$ cat config.mk
export PLATFORM = sky130hd
export DESIGN_NAME = trt_ram
export DESIGN_NICKNAME = d
export VERILOG_FILES = /design/src/rtl/core/assert_macros.svh /design/src/rtl/core/trt_ram.sv
export SDC_FILE = /design/constraint.sdc
export NUM_CORES = 1
export LEC_CHECK = 0
export BUFFER_PORTS_ARGS = -buffer_cell sky130_fd_sc_hd__buf_2
export CAP_MARGIN = 20
export CORE_MARGIN = 2
export CORE_UTILIZATION = 50
export CTS_CLUSTER_DIAMETER = 200
export DETAILED_ROUTE_END_ITERATION = 8
export PLACE_DENSITY = 0.67
export SETUP_SLACK_MARGIN = 0.3
export SLEW_MARGIN = 20
export SYNTH_ARGS = -nofsm -noshare
export SYNTH_HDL_FRONTEND = slang
export SYNTH_SLANG_ARGS = --single-unit
$ cat constraint.sdc
create_clock -name clk -period 2.45 [get_ports clk]
set_clock_uncertainty 0.2 [all_clocks]
set_input_delay 0.245 -clock clk [delete_from_list [all_inputs] [get_ports clk]]
set_output_delay 0.245 -clock clk [all_outputs]
set_load 0.03 [all_outputs]
$ cat src/rtl/core/assert_macros.svh
// ----------------------------------------------------------------------------
// Assertion macros
// Shorthand for clocked concurrent assertions that are disabled during reset.
// ----------------------------------------------------------------------------
`ifndef ASSERT_MACROS_SVH
`define ASSERT_MACROS_SVH

// The condition must hold in the same cycle as the trigger.
`define ASSERT_SAME(label, trig, cond, msg) \
  label: assert property (@(posedge clk) disable iff (rst) (trig) |-> (cond)) \
    else $error(msg);

// The condition must hold in the cycle after the trigger.
`define ASSERT_NEXT(label, trig, cond, msg) \
  label: assert property (@(posedge clk) disable iff (rst) (trig) |=> (cond)) \
    else $error(msg);

`endif

$ cat src/rtl/core/trt_ram.sv
// ----------------------------------------------------------------------------
// Generic single-port-write RAM
// One write port and one read port with registered read data.
// ----------------------------------------------------------------------------
module trt_ram #(
  parameter int WIDTH = 8,
  parameter int DEPTH = 16
) (
  input  logic                     clk,
  input  logic                     we,
  input  logic [$clog2(DEPTH)-1:0] waddr,
  input  logic [WIDTH-1:0]         wdata,
  input  logic                     re,
  input  logic [$clog2(DEPTH)-1:0] raddr,
  output logic [WIDTH-1:0]         rdata
);

  logic [WIDTH-1:0] mem [DEPTH];

  always_ff @(posedge clk) begin
    if (we) begin
      mem[waddr] <= wdata;
    end
    if (re) begin
      rdata <= mem[raddr];
    end
  end

endmodule

==> metrics <==
result of the run complete, no violations; Syn. warnings 0; proportion of power drawn by the clock network 0.427; worst hold start waddr[0]; Worst-path clk slew around 50 ps; row cnt 37; Net Sw Power ~1 mW; busiest layer in global routing met2; worst endpoint required time about 2500 ps; number of violations reported at the end of detailed-routing iteration 0 about 170; area of the core ~10000 sq um; Mapped Cells about 230; shortest clock period the worst path allows after layout approximately 1700 ps; routed length per placed instance ~22 um; number of diodes 0; RSZ-0062 raised after global routing false; Final Hold Viols 0; total grt overflow 0; Area growth syn-to-layout 18.8%; Final Routed Wirelength around 9.5 mm; worst-case hold path end point mem[4][3]; CTS H-Tree Depth 4; number of endpoints failing setup at the final stage 0; cells resized by post-CTS repair 0; final weighted congestion of routability-driven global placement approximately 0.72; GR met1 Demand/Resource 0.273; number of enable-type register cells in the synthesized netlist roughly 140; post-DP HPWL 5.94 mm; path class of the lowest-slack min-delay path input port to flop; transition time at the pin with the least slew margin about 770 ps; cell-internal power between 4 and 5 mW; CP Class flop to flop; maximum number of pins on one net before global-route repair 33; endpoint of the most critical register-to-register path rdata[5]; combined flip-flop and latch cell area roughly 4100 sq um; vertical extent of the die between 100 and 150 um; clock latency reported for the late side of the worst-skew pair approximately 500 ps; number of vias in the routed layout about 2400; count of cell types in the netlist 18; Flop pwr share 0.521; wire length of the first global-routing pass 15.0 mm; share of post-route cells with drive strength above 1 0.292; number of buffers on the longest clock path 2; max-slew violations 0; initial cell density of the core 0.511; sort of element at the end of the critical path flop; Yosys reg bits around 140; met3 track utilization from global routing 0.0540; portion of total power attributed to combinational logic 0.053; commonest cells after routing, fill and taps aside sky130_fd_sc_hd__edfxtp_1 (136), sky130_fd_sc_hd__buf_2 (26), sky130_fd_sc_hd__mux4_2 (18); Setup Slack @ Placement between 300 and 400 ps; post-synthesis instance area around 5200 sq um; nets in the synthesized netlist around 250; count of maximum capacitance violations 0; power per standard cell area roughly 820 nW/um^2; final critical-path setup slack around 720 ps; vias per inst roughly 5.6; fraction of registers with async set/reset 0; critical path fanouts, max 1; # nets final 311; Peak VDD IR 0.485 mV; TritonCTS sink count 136; mean instance size in the synthesized netlist 22.8 sq um; number of global-route vias before repair between 2000 and 3000; met2 Usage GRT 0.292; element type at the critical path start flop; area used by multi-input combinational logic 1060 sq um; startpoint of the worst-slack reg-to-reg timing path mem[2][5]; count of cells along the worst register-to-register path 3; total negative slack for setup checks 0 ps; library cell used as clock root buffer sky130_fd_sc_hd__clkbuf_8; initial antenna violation count 0; Final Cycle Share 0.707; number of placed I/O pins 27; Max Clk Rate about 580 MHz; register-to-register setup slack 720 ps; proportion of total power due to net switching 0.199; number of cells traversed by the worst hold path 3; overall die area ~11000 sq um; proportion of synthesized chip area in sequential cells 0.781; number of buffers inserted during clock tree synthesis 17; TritonCTS clock tree done; floorplan die width between 100 and 150 um; DRC violation count after routing 0; Tot GR Track Use 0.189; leakage around 2.1 nW; count of nets left with antenna violations after detail routing 0; fill count 737; most common library cell in the layout ignoring fill and taps sky130_fd_sc_hd__edfxtp_1; Arrival @ worst endpoint approximately 1800 ps; detailed-router iteration count before antenna repair 4; normalized max-slew margin 0.486; commonest register cell after synthesis sky130_fd_sc_hd__edfxtp_1; IO Port Bufs 26
through the flow:
stage	cells	power, mW	hold WS, ps	cell area (sq um)	utilization
3_3_place_gp	400	2.94	418	5610	0.548
4_1_cts	441	5.10	85.9	6210	0.607
2_1_floorplan	229	2.84	144	5230	-
6_report	441	5.06	103	6210	0.607
3_5_place_dp	400	2.94	416	5610	0.548
5_1_grt	441	5.22	121	6210	0.607
cell usage after synthesis, types with 2 or more instances:
cell type	number	share of area
sky130_fd_sc_hd__nor2_1	13	0.0093
sky130_fd_sc_hd__nand2_1	9	0.0065
sky130_fd_sc_hd__clkdlybuf4s25_2	3	0.0057
sky130_fd_sc_hd__buf_2	3	0.0029
sky130_fd_sc_hd__a22oi_1	16	0.023
sky130_fd_sc_hd__buf_6	3	0.0065
sky130_fd_sc_hd__edfxtp_1	136	0.78
sky130_fd_sc_hd__nand2b_1	2	0.0024
sky130_fd_sc_hd__mux4_2	18	0.078
sky130_fd_sc_hd__nand3b_1	2	0.0029
sky130_fd_sc_hd__nor3_1	4	0.0038
sky130_fd_sc_hd__mux4_1	14	0.070
routing by layer:
metal	up-vias	wire length, um
li1	1106	-
met1	1243	4020
met2	97	4820
met3	2	630
met4	0	42
met5	-	0
layout make-up:
cell class | instances | area share
Timing Repair Buffer | 54 | 0.0625
Sequential cell | 136 | 0.658
Tap cell | 136 | 0.0274
Clock inverter | 12 | 0.0137
Clock buffer | 20 | 0.0685
Multi-Input combinational cell | 83 | 0.170
critical path: stages, from the launching register on:
cell and delay [ps]:
sky130_fd_sc_hd__edfxtp_1 360, sky130_fd_sc_hd__mux4_1 510, sky130_fd_sc_hd__a22oi_1 310, sky130_fd_sc_hd__nand2_1 100
how the worst max path moves through the flow:
stage                   start        end  depth (start not counted)
global route        mem[1][2]   rdata[2]                          3
finish              mem[2][5]   rdata[5]                          3
CTS                 mem[2][5]   rdata[5]                          3
detailed placement   raddr[0]   rdata[5]                          5
floorplan            waddr[2]  mem[0][0]                          2
global placement     raddr[0]   rdata[5]                          5
logic make-up (layout without fill, tap and decap cells):
| logic type | after synthesis | count (layout) | synth area share |
|---|---|---|---|
| compound gates | 16 | 16 | 0.0230 |
| buf+inv | 10 | 86 | 0.0165 |
| flops | 136 | 136 | 0.781 |
| mux | 32 | 32 | 0.148 |
| simple gates | 35 | 35 | 0.0314 |
registers in the layout, summed over array words and instances (netlist names):
name and cells:
mem 128, rdata 8
power by group through the flow:
| stage | Clock (mW) | Combinational [mW] | Sequential [mW] |
|---|---|---|---|
| finish | 2.16 | 0.268 | 2.63 |
| global route | 2.29 | 0.292 | 2.64 |
| CTS | 2.19 | 0.273 | 2.64 |
| detailed placement | 0 | 0.261 | 2.68 |
| global placement | 0 | 0.256 | 2.68 |
| floorplan | 0 | 0.132 | 2.70 |
what timing repair did:
action,in CTS,in global routing
setup buffers,0,0
hold buffers,9,0
endpoints found under the hold margin,136,0
(Power assumes the default switching activity.)
